### config.mk
export PLATFORM = sky130hd
export DESIGN_NAME = timer_and_event_counter_bank_core
export DESIGN_NICKNAME = d
export VERILOG_FILES = /design/src/design/tecb_pkg.sv /design/src/design/timer_and_event_counter_bank_core.sv /design/src/design/tecb_cmp.sv
export SDC_FILE = /design/constraint.sdc
export NUM_CORES = 2
export LEC_CHECK = 0
export BUFFER_PORTS_ARGS = -buffer_cell sky130_fd_sc_hd__buf_2
export CAP_MARGIN = 20
export CELL_PAD_IN_SITES_DETAIL_PLACEMENT = 0
export CELL_PAD_IN_SITES_GLOBAL_PLACEMENT = 2
export CORE_MARGIN = 2
export CORE_UTILIZATION = 43
export DETAILED_ROUTE_END_ITERATION = 8
export GPL_TIMING_DRIVEN = 0
export PLACE_DENSITY_LB_ADDON = 0.1
export SYNTH_ARGS = -nofsm -noshare
export SYNTH_HDL_FRONTEND = slang
export SYNTH_SLANG_ARGS = --single-unit
### constraint.sdc
create_clock -name clk -period 13.6 [get_ports clk]
set_input_delay 2.04 -clock clk [delete_from_list [all_inputs] [get_ports clk]]
set_output_delay 2.04 -clock clk [all_outputs]
set_load 0.02 [all_outputs]
### src/design/tecb_pkg.sv
`default_nettype none
package tecb_pkg;
  localparam int TIMER_SLOTS_DEF = 8;
  localparam int COUNTER_SLOTS_DEF = 8;
  localparam int MAX_OUT = 16;
  localparam logic [30:0] PEND_MAX = 31'h7FFF_FFFF;

  localparam logic [3:0] CMD_TICK = 4'd0;
  localparam logic [3:0] CMD_ADD_T = 4'd1;
  localparam logic [3:0] CMD_PAUSE_T = 4'd2;
  localparam logic [3:0] CMD_RESUME_T = 4'd3;
  localparam logic [3:0] CMD_TOGGLE_T = 4'd4;
  localparam logic [3:0] CMD_REMOVE_T = 4'd5;
  localparam logic [3:0] CMD_SETIVL_T = 4'd6;
  localparam logic [3:0] CMD_RESTAMP_T = 4'd7;
  localparam logic [3:0] CMD_CLEAR_T = 4'd8;
  localparam logic [3:0] CMD_ADD_C = 4'd9;
  localparam logic [3:0] CMD_PAUSE_C = 4'd10;
  localparam logic [3:0] CMD_RESUME_C = 4'd11;
  localparam logic [3:0] CMD_REMOVE_C = 4'd12;
  localparam logic [3:0] CMD_READ_C = 4'd13;
  localparam logic [3:0] CMD_CLEAR_C = 4'd14;
  localparam logic [3:0] CMD_POST_C = 4'd15;

  localparam logic [1:0] KIND_RESP = 2'd0;
  localparam logic [1:0] KIND_TIMER = 2'd1;
  localparam logic [1:0] KIND_COUNTER = 2'd2;

  localparam logic [1:0] ST_OK = 2'd0;
  localparam logic [1:0] ST_NOT_FOUND = 2'd1;
  localparam logic [1:0] ST_FULL = 2'd2;

  typedef struct packed {
    logic [1:0] kind;
    logic [31:0] id;
    logic [1:0] status;
    logic [30:0] pend;
    logic last;
  } result_t;
endpackage
`default_nettype wire

### src/design/timer_and_event_counter_bank_core.sv
`default_nettype none
// Add and clear go straight to the response; other commands scan the slots in order up
// to the matching id (or past the used slots if it is absent), then respond, and a
// removal first shifts the later slots down. A tick scans the used timer slots, then the
// counter slots, with a compaction after each one-shot that fires, then emits its final
// result; one request is taken at a time, once the last result has left.
// Reset (rst_n low, synchronous): both banks empty, id generator at 1.
module timer_and_event_counter_bank_core #(
  parameter int TIMER_SLOTS = tecb_pkg::TIMER_SLOTS_DEF,
  parameter int COUNTER_SLOTS = tecb_pkg::COUNTER_SLOTS_DEF
) (
  input  wire logic         clk,
  input  wire logic         rst_n,
  input  wire logic         in_tvalid,
  output logic              in_tready,
  // command[3:0], now_ms[35:4], target_id[67:36], interval_ms[99:68],
  // start_enabled[100], repeat_mode[101], posted_count[117:102], zero fill
  input  wire logic [119:0] in_tdata,
  output logic              out_tvalid,
  input  wire logic         out_tready,
  // event_kind[1:0], item_id[33:2], status[35:34], pending_count[66:36], zero fill
  output logic [71:0]       out_tdata,
  output logic              out_tlast
);
  import tecb_pkg::*;

  localparam int TW = $clog2(TIMER_SLOTS + 1);
  localparam int CW = $clog2(COUNTER_SLOTS + 1);
  localparam int TI = (TIMER_SLOTS > 1) ? $clog2(TIMER_SLOTS) : 1;
  localparam int CI = (COUNTER_SLOTS > 1) ? $clog2(COUNTER_SLOTS) : 1;

  typedef enum logic [6:0] {
    S_IDLE  = 7'b0000001,
    S_TSCAN = 7'b0000010,
    S_TDROP = 7'b0000100,
    S_CSCAN = 7'b0001000,
    S_CDROP = 7'b0010000,
    S_EMIT  = 7'b0100000,
    S_RESP  = 7'b1000000
  } state_t;

  state_t state_r;

  logic [31:0] t_id_r [TIMER_SLOTS];
  logic [31:0] t_per_r [TIMER_SLOTS];
  logic [31:0] t_stp_r [TIMER_SLOTS];
  logic        t_act_r [TIMER_SLOTS];
  logic        t_rep_r [TIMER_SLOTS];
  logic [31:0] c_id_r [COUNTER_SLOTS];
  logic [15:0] c_post_r [COUNTER_SLOTS];
  logic [30:0] c_pend_r [COUNTER_SLOTS];
  logic        c_act_r [COUNTER_SLOTS];
  logic [TW-1:0] t_used_r;
  logic [CW-1:0] c_used_r;
  logic [31:0] next_id_r;

  logic [3:0]  cmd_r;
  logic [31:0] now_r, tid_r, ivl_r;
  logic        en_r, rep_r;
  logic [15:0] post_r;
  logic [7:0]  idx_r;       // scan index, wide enough for 64 slots plus one
  logic [7:0]  didx_r;      // compaction index
  logic [4:0]  nout_r;
  logic        tick_r;      // scan belongs to a tick
  logic        found_r;

  result_t res_r;           // pending response / fired result
  logic    res_pend_r;      // fired result waits in res_r to be emitted
  logic    out_v_r;
  result_t out_r;

  logic [TI-1:0] ti;
  logic [CI-1:0] ci;
  assign ti = idx_r[TI-1:0];
  assign ci = idx_r[CI-1:0];

  logic expired, id_hit;
  logic [31:0] sel_id;
  logic t_in, c_in;
  assign t_in = ({24'd0, idx_r} < {{(32-TW){1'b0}}, t_used_r}) && (idx_r < 8'(TIMER_SLOTS));
  assign c_in = ({24'd0, idx_r} < {{(32-CW){1'b0}}, c_used_r}) && (idx_r < 8'(COUNTER_SLOTS));
  assign sel_id = (state_r == S_CSCAN) ? c_id_r[ci] : t_id_r[ti];

  tecb_cmp u_cmp (
    .now_ms (now_r),
    .stamp  (t_stp_r[ti]),
    .period (t_per_r[ti]),
    .id_a   (sel_id),
    .id_b   (tid_r),
    .expired(expired),
    .id_hit (id_hit)
  );

  assign in_tready = (state_r == S_IDLE) && !out_v_r;
  assign out_tvalid = out_v_r;
  assign out_tdata = {5'd0, out_r.pend, out_r.status, out_r.id, out_r.kind};
  assign out_tlast = out_r.last;

  logic out_free;
  assign out_free = !out_v_r || out_tready;

  // A new fired result may be taken when the held one can move to the output
  // register, or when nothing is held, or when the result limit is reached.
  logic hold_ok;
  assign hold_ok = (nout_r >= 5'(MAX_OUT)) || !res_pend_r || out_free;

  logic [31:0] psum;
  assign psum = {1'b0, c_pend_r[ci]} + {16'd0, c_post_r[ci]};

  always_ff @(posedge clk) begin
    logic        load;
    logic [30:0] p;
    result_t     rsp;
    load = 1'b0;
    p = '0;
    rsp = res_r;
    if (!rst_n) begin
      state_r <= S_IDLE;
      t_used_r <= '0;
      c_used_r <= '0;
      next_id_r <= 32'd1;
      out_v_r <= 1'b0;
      res_pend_r <= 1'b0;
    end else begin
      case (state_r)
        S_IDLE: begin
          if (in_tvalid && in_tready) begin
            cmd_r <= in_tdata[3:0];
            now_r <= in_tdata[35:4];
            tid_r <= in_tdata[67:36];
            ivl_r <= in_tdata[99:68];
            en_r <= in_tdata[100];
            rep_r <= in_tdata[101];
            post_r <= in_tdata[117:102];
            idx_r <= '0;
            nout_r <= '0;
            found_r <= 1'b0;
            tick_r <= (in_tdata[3:0] == CMD_TICK);
            res_r <= '{kind: KIND_RESP, id: in_tdata[67:36], status: ST_OK,
                       pend: '0, last: 1'b1};
            case (in_tdata[3:0])
              CMD_TICK: state_r <= S_TSCAN;
              CMD_ADD_T, CMD_ADD_C, CMD_CLEAR_T, CMD_CLEAR_C: state_r <= S_RESP;
              CMD_PAUSE_T, CMD_RESUME_T, CMD_TOGGLE_T, CMD_REMOVE_T,
              CMD_SETIVL_T, CMD_RESTAMP_T: state_r <= S_TSCAN;
              default: state_r <= S_CSCAN;
            endcase
          end
        end
        S_TSCAN: begin
          if (!t_in) begin
            if (tick_r) begin
              idx_r <= '0;
              state_r <= S_CSCAN;
            end else begin
              res_r.status <= ST_NOT_FOUND;
              state_r <= S_RESP;
            end
          end else if (tick_r) begin
            if (t_act_r[ti] && expired) begin
              // A held result leaves only when a newer one replaces it, so the
              // one still held when the scan ends is the one that carries tlast.
              if (hold_ok) begin
                t_stp_r[ti] <= now_r;
                if (nout_r < 5'(MAX_OUT)) begin
                  if (res_pend_r) begin
                    out_r <= res_r;
                    load = 1'b1;
                  end
                  res_r <= '{kind: KIND_TIMER, id: t_id_r[ti], status: ST_OK,
                             pend: '0, last: 1'b0};
                  res_pend_r <= 1'b1;
                  nout_r <= nout_r + 5'd1;
                end
                if (!t_rep_r[ti]) begin
                  didx_r <= idx_r;
                  state_r <= S_TDROP;
                end else begin
                  idx_r <= idx_r + 8'd1;
                end
              end
            end else begin
              idx_r <= idx_r + 8'd1;
            end
          end else if (id_hit) begin
            case (cmd_r)
              CMD_PAUSE_T: t_act_r[ti] <= 1'b0;
              CMD_RESUME_T: begin
                t_act_r[ti] <= 1'b1;
                t_stp_r[ti] <= now_r;
              end
              CMD_TOGGLE_T: begin
                t_act_r[ti] <= !t_act_r[ti];
                if (!t_act_r[ti]) t_stp_r[ti] <= now_r;
              end
              CMD_SETIVL_T: begin
                t_per_r[ti] <= ivl_r;
                t_stp_r[ti] <= now_r;
              end
              CMD_RESTAMP_T: t_stp_r[ti] <= now_r;
              default: ;
            endcase
            if (cmd_r == CMD_REMOVE_T) begin
              didx_r <= idx_r;
              state_r <= S_TDROP;
            end else begin
              state_r <= S_RESP;
            end
          end else begin
            idx_r <= idx_r + 8'd1;
          end
        end
        S_TDROP: begin
          // Shift one slot down per cycle until the end of the bank.
          if ((didx_r + 8'd1 < {{(8-TW){1'b0}}, t_used_r}) &&
              (didx_r + 8'd1 < 8'(TIMER_SLOTS))) begin
            t_id_r[didx_r[TI-1:0]] <= t_id_r[TI'(didx_r + 8'd1)];
            t_per_r[didx_r[TI-1:0]] <= t_per_r[TI'(didx_r + 8'd1)];
            t_stp_r[didx_r[TI-1:0]] <= t_stp_r[TI'(didx_r + 8'd1)];
            t_act_r[didx_r[TI-1:0]] <= t_act_r[TI'(didx_r + 8'd1)];
            t_rep_r[didx_r[TI-1:0]] <= t_rep_r[TI'(didx_r + 8'd1)];
            didx_r <= didx_r + 8'd1;
          end else begin
            t_used_r <= t_used_r - TW'(1);
            state_r <= tick_r ? S_TSCAN : S_RESP;
          end
        end
        S_CSCAN: begin
          if (!c_in) begin
            if (tick_r) begin
              if (res_pend_r) begin
                res_r.last <= 1'b1;
                state_r <= S_EMIT;
              end else begin
                state_r <= S_IDLE;
              end
            end else begin
              res_r.status <= ST_NOT_FOUND;
              state_r <= S_RESP;
            end
          end else if (tick_r) begin
            if (c_act_r[ci]) begin
              p = c_pend_r[ci];
              if (c_post_r[ci] != 16'd0) p = psum[31] ? PEND_MAX : psum[30:0];
              if ((p == 31'd0) || hold_ok) begin
                if (c_post_r[ci] != 16'd0) c_post_r[ci] <= '0;
                if (p != 31'd0) begin
                  c_pend_r[ci] <= p - 31'd1;
                  if (nout_r < 5'(MAX_OUT)) begin
                    if (res_pend_r) begin
                      out_r <= res_r;
                      load = 1'b1;
                    end
                    res_r <= '{kind: KIND_COUNTER, id: c_id_r[ci], status: ST_OK,
                               pend: '0, last: 1'b0};
                    res_pend_r <= 1'b1;
                    nout_r <= nout_r + 5'd1;
                  end
                end else begin
                  c_pend_r[ci] <= p;
                end
                idx_r <= idx_r + 8'd1;
              end
            end else begin
              idx_r <= idx_r + 8'd1;
            end
          end else if (id_hit) begin
            case (cmd_r)
              CMD_PAUSE_C: c_act_r[ci] <= 1'b0;
              CMD_RESUME_C: c_act_r[ci] <= 1'b1;
              CMD_READ_C: res_r.pend <= c_pend_r[ci];
              CMD_POST_C: c_post_r[ci] <= post_r;
              default: ;
            endcase
            if (cmd_r == CMD_REMOVE_C) begin
              didx_r <= idx_r;
              state_r <= S_CDROP;
            end else begin
              state_r <= S_RESP;
            end
          end else begin
            idx_r <= idx_r + 8'd1;
          end
        end
        S_CDROP: begin
          if ((didx_r + 8'd1 < {{(8-CW){1'b0}}, c_used_r}) &&
              (didx_r + 8'd1 < 8'(COUNTER_SLOTS))) begin
            c_id_r[didx_r[CI-1:0]] <= c_id_r[CI'(didx_r + 8'd1)];
            c_post_r[didx_r[CI-1:0]] <= c_post_r[CI'(didx_r + 8'd1)];
            c_pend_r[didx_r[CI-1:0]] <= c_pend_r[CI'(didx_r + 8'd1)];
            c_act_r[didx_r[CI-1:0]] <= c_act_r[CI'(didx_r + 8'd1)];
            didx_r <= didx_r + 8'd1;
          end else begin
            c_used_r <= c_used_r - CW'(1);
            state_r <= S_RESP;
          end
        end
        S_EMIT: begin
          // The last fired result of the tick, already marked with tlast.
          if (out_free) begin
            out_r <= res_r;
            load = 1'b1;
            res_pend_r <= 1'b0;
            state_r <= S_IDLE;
          end
        end
        S_RESP: begin
          if (!out_v_r) begin
            if (cmd_r == CMD_ADD_T) begin
              if ({{(32-TW){1'b0}}, t_used_r} >= 32'(TIMER_SLOTS)) begin
                rsp.id = '0;
                rsp.status = ST_FULL;
              end else begin
                rsp.id = next_id_r;
                t_id_r[TI'(t_used_r)] <= next_id_r;
                t_per_r[TI'(t_used_r)] <= ivl_r;
                t_stp_r[TI'(t_used_r)] <= now_r;
                t_act_r[TI'(t_used_r)] <= en_r;
                t_rep_r[TI'(t_used_r)] <= rep_r;
                t_used_r <= t_used_r + TW'(1);
                next_id_r <= (next_id_r == 32'hFFFF_FFFF) ? 32'd1 : next_id_r + 32'd1;
              end
            end else if (cmd_r == CMD_ADD_C) begin
              if ({{(32-CW){1'b0}}, c_used_r} >= 32'(COUNTER_SLOTS)) begin
                rsp.id = '0;
                rsp.status = ST_FULL;
              end else begin
                rsp.id = next_id_r;
                c_id_r[CI'(c_used_r)] <= next_id_r;
                c_post_r[CI'(c_used_r)] <= '0;
                c_pend_r[CI'(c_used_r)] <= '0;
                c_act_r[CI'(c_used_r)] <= en_r;
                c_used_r <= c_used_r + CW'(1);
                next_id_r <= (next_id_r == 32'hFFFF_FFFF) ? 32'd1 : next_id_r + 32'd1;
              end
            end else if (cmd_r == CMD_CLEAR_T) begin
              t_used_r <= '0;
              rsp.id = '0;
            end else if (cmd_r == CMD_CLEAR_C) begin
              c_used_r <= '0;
              rsp.id = '0;
            end
            out_r <= rsp;
            load = 1'b1;
            state_r <= S_IDLE;
          end
        end
        default: state_r <= S_IDLE;
      endcase
      out_v_r <= load || (out_v_r && !out_tready);
    end
  end

  // Ids handed out are never zero.
  a_id_nonzero: assert property (@(posedge clk) disable iff (!rst_n)
    next_id_r != 32'd0) else $error("id generator reached zero");
  // Bank fill counts never exceed the slot counts.
  a_t_used: assert property (@(posedge clk) disable iff (!rst_n)
    {{(32-TW){1'b0}}, t_used_r} <= 32'(TIMER_SLOTS)) else $error("timer bank overfilled");
  a_c_used: assert property (@(posedge clk) disable iff (!rst_n)
    {{(32-CW){1'b0}}, c_used_r} <= 32'(COUNTER_SLOTS)) else $error("counter bank overfilled");
  // No request is taken while a scan is running.
  a_busy: assert property (@(posedge clk) disable iff (!rst_n)
    (state_r != S_IDLE) |-> !in_tready) else $error("ready while busy");
  // Result count per tick stays within the limit.
  a_nout: assert property (@(posedge clk) disable iff (!rst_n)
    nout_r <= 5'(MAX_OUT)) else $error("too many results");
endmodule
`default_nettype wire

### src/design/tecb_cmp.sv
`default_nettype none
// Shared compare unit: wrap-safe elapsed-time test and id match for one slot.
module tecb_cmp (
  input  wire logic [31:0] now_ms,
  input  wire logic [31:0] stamp,
  input  wire logic [31:0] period,
  input  wire logic [31:0] id_a,
  input  wire logic [31:0] id_b,
  output logic             expired,
  output logic             id_hit
);
  logic [31:0] elapsed;
  assign elapsed = now_ms - stamp;
  assign expired = (elapsed >= period);
  assign id_hit = (id_a == id_b);
endmodule
`default_nettype wire

==> results.sh <==
export IMPL_run_status="complete, no violations"
export IMPL_final_design_area_no_fill_mm2=0.0986
export IMPL_slowest_stage="sky130_fd_sc_hd__or4_1"
export IMPL_route_detailed_drc=0
export IMPL_yosys_area_top_type_share=0.602
export IMPL_slew_limit_headroom=0.0883
export IMPL_seq_power_share=0.377
export IMPL_cts_root_buf="sky130_fd_sc_hd__clkbuf_16"
export IMPL_synth_fa_ha_area_frac=0.0154
export IMPL_synth_area_leaders="sky130_fd_sc_hd__edfxtp_1 60%, sky130_fd_sc_hd__mux4_2 19%, sky130_fd_sc_hd__mux2i_1 4.4%"
export IMPL_synth_xor_area_share=0.0149
export IMPL_setup_viol_count_final=0
export IMPL_detailed_place_hpwl_um=207000
export IMPL_p_per_area_mw_per_mm2=177
export IMPL_routed_via_density=6.20
export IMPL_worstSkewPairLatency_ps=850
export IMPL_cts_tree="done"
export IMPL_critPathRequiredTime_ps=14130
export IMPL_clock_power_share=0.317
export IMPL_power_share_combinational=0.305
export IMPL_port_buffer_count=190
export IMPL_synth_sequential_area_ratio=0.614
export IMPL_cts_sinks=1752
export IMPL_synth_top_area_cell="sky130_fd_sc_hd__edfxtp_1"
export IMPL_num_fill_cells=16500
export IMPL_post_dp_cell_area_mm2=0.0916
export IMPL_timing_final_crit_share=0.962
export IMPL_maximum_number_of_pins_on_one_net_before_global_route_repair=33
export IMPL_grt_overflow=0
export IMPL_detail_route_wirelength_um=284000
export IMPL_grt_antenna_before_repair=15
export IMPL_postSynthCellCount=5034
export IMPL_synthesis_area_per_instance_um2=16.8
export IMPL_start_kind="flop"
export IMPL_grt_usage=0.283
export IMPL_rows=163
export IMPL_synth_cell_area_mm2=0.0848
export IMPL_die_w_um=448
export IMPL_finalSetupTns_ps=0
export IMPL_critical_path_max_stage_delay_ps=620
export IMPL_finalWeightedCongestion=0.910
export IMPL_detailroute_via_count=52000
export IMPL_max_cap_viol_count=0
export IMPL_fin_util=0.502
export IMPL_core_area_mm2=0.197
export IMPL_power_switching_uw=5630
export IMPL_critical_path_most_common_cell="sky130_fd_sc_hd__buf_4"
export IMPL_p_sw_frac=0.323
export IMPL_synth_most_common_cell="sky130_fd_sc_hd__edfxtp_1"
export IMPL_routedWlPerCell_um=33.9
export IMPL_largest_family_of_logic_cells_by_synthesized_area="multiplexers"
export IMPL_timing_worst_slew_pin_value_ps=1370
export IMPL_total_leakage_power_uw=0.0322
export IMPL_p_int_uw=11800
export IMPL_post_route_cells_drive_above_1_share=0.271
export IMPL_fmax_ghz=0.0765
export IMPL_worst_path_max_fanout=10
export IMPL_holdCritPathClass="reg2reg"
export IMPL_max_clock_path_buffers=3
export IMPL_grt_pass1_vias=52100
export IMPL_peakVddDrop_mv=0.124
export IMPL_numCtsBuffers=194
export IMPL_critical_path_arrival_ps=13600
export IMPL_end_kind="flop"
export IMPL_crit_path_category="reg2reg"
export IMPL_die_h_um=448
export IMPL_synthFlopType="sky130_fd_sc_hd__edfxtp_1"
export IMPL_maxSlewViolCount=0
export IMPL_finalNetCount=5792
export IMPL_ant_nets=0
export IMPL_drt_pass1_iterations=7
export IMPL_overall_die_area_mm2=0.201
export IMPL_grt_setup_unrepaired="no"
export IMPL_area_share_of_and_or_nand_nor_cells_after_synthesis=0.0518
export IMPL_clock_skew_ps=31.6
export IMPL_grt_pass1_wl_um=398000
export IMPL_final_hold_violation_count=0
export IMPL_clock_h_tree_levels=4
export IMPL_finalCriticalPeriod_ps=13080
export IMPL_synthDistinctLibCells=98
export IMPL_asyncSetResetFlopFracSynth=0
export IMPL_number_of_synthesized_flops_with_an_enable_pin=1700
export IMPL_first_iter_violations=5303
export IMPL_start_util=0.431
export IMPL_synth_compound_area_share=0.0468
export IMPL_synth_warnings=0
export IMPL_design_portCount=199
export IMPL_post_synth_mux_area_share=0.238
export IMPL_area_growth_pct=16.3
export IMPL_synth_seq_cells=1752
export IMPL_synthTopCellsByCount="1,700 x sky130_fd_sc_hd__edfxtp_1, 706 x sky130_fd_sc_hd__mux4_2, 370 x sky130_fd_sc_hd__mux2i_1"
export IMPL_clk_pin_slew_worst_paths_ps=60
per-layer routing:
| metal | global-route usage | share of wire | vias to the layer above |
|---|---|---|---|
| met5 | 0 | 0.000046 | - |
| met4 | 0.104 | 0.039 | 2 |
| met1 | 0.390 | 0.42 | 27700 |
| met3 | 0.0429 | 0.063 | 375 |
| met2 | 0.457 | 0.48 | 2083 |
| li1 | - | - | 21800 |
critical path: cells and delay by family (launching register included):
family                     cells  cell delay [ps]
buffers and inverters         16             5170
AOI/OAI and AO/OA             12             3820
and+or+nand+nor                7             2020
adders and majority gates      2              610
DFF                            1              510
muxes                          1              390
xor gates and xnor gates       1              150
power by group through the flow:
| stage | registers (uW) | clock network (uW) | logic [uW] |
|---|---|---|---|
| floorplan | 6670 | 0 | 3300 |
| global placement | 6730 | 0 | 5120 |
| detailed placement | 6690 | 0 | 5280 |
| CTS | 6580 | 5620 | 5290 |
| global route | 6590 | 5830 | 5680 |
| finish | 6580 | 5530 | 5320 |
final timing paths:
check	slack, ps	cells after the start	to	from
setup reg to reg	520	39	res_r[2]	flop
setup / recovery	520	39	res_r[2]	flop
hold / removal	420	0	out_tdata[44]	res_r[9]
hold reg to reg	420	0	out_tdata[44]	res_r[9]
cell type report:
class	count	area [um2]	area share
Antenna cell	8	20.0	0.000203
Buffer	311	1400	0.0142
Clock buffer	237	5140	0.0521
Clock inverter	126	1560	0.0158
Inverter	70	263	0.00266
Multi-Input combinational cell	2902	31500	0.319
Sequential cell	1752	52100	0.528
Tap cell	2640	3300	0.0335
Timing Repair Buffer	334	3390	0.0344
registers in the layout (all words and copies together) (netlist names), 67 cells and up, named ones only:
name       cells
c_id_r       256
t_stp_r      256
res_r         68
c_pend_r     248
t_id_r       256
t_per_r      256
out_tdata     67
c_post_r     128
per-stage QoR:
stage                     instances  hold slack [ps]  power [uW]  setup slack [ps]
after floorplan                5038              400        9970              1190
after global placement         7868              403       11900             -7280
after detailed placement       7996              405       12000             -1880
after CTS                      8357              419       17500              37.8
after global routing           8379              428       18100              89.4
final                          8380              416       17400               523
cells in the final DEF, fill, tap and decap left out, types with 58 or more instances in the layout:
master,count
sky130_fd_sc_hd__edfxtp_1,1700
sky130_fd_sc_hd__mux4_2,706
sky130_fd_sc_hd__mux2i_1,370
sky130_fd_sc_hd__nand2_1,260
sky130_fd_sc_hd__nor2_1,247
sky130_fd_sc_hd__buf_2,233
sky130_fd_sc_hd__clkbuf_1,202
sky130_fd_sc_hd__clkbuf_16,197
sky130_fd_sc_hd__o21ai_0,167
sky130_fd_sc_hd__a21oi_1,134
sky130_fd_sc_hd__ha_1,101
sky130_fd_sc_hd__xnor2_1,92
sky130_fd_sc_hd__nand3_1,67
sky130_fd_sc_hd__inv_1,67
sky130_fd_sc_hd__buf_1,62
sky130_fd_sc_hd__buf_8,58
what timing repair did:
item,4_1_cts,5_1_grt
hold buffers,0,0
setup endpoints to repair,440,247
pin swaps,1,0
gates resized for setup,19,7
buffers inserted,1,0
logic make-up after synthesis:
group | Yosys count
mux | 1123
compound gates | 603
fa+ha+maj | 103
buf+inv | 384
flops | 1752
simple gates | 924
xor+xnor | 144
other cells | 1
(Power assumes the default switching activity.)
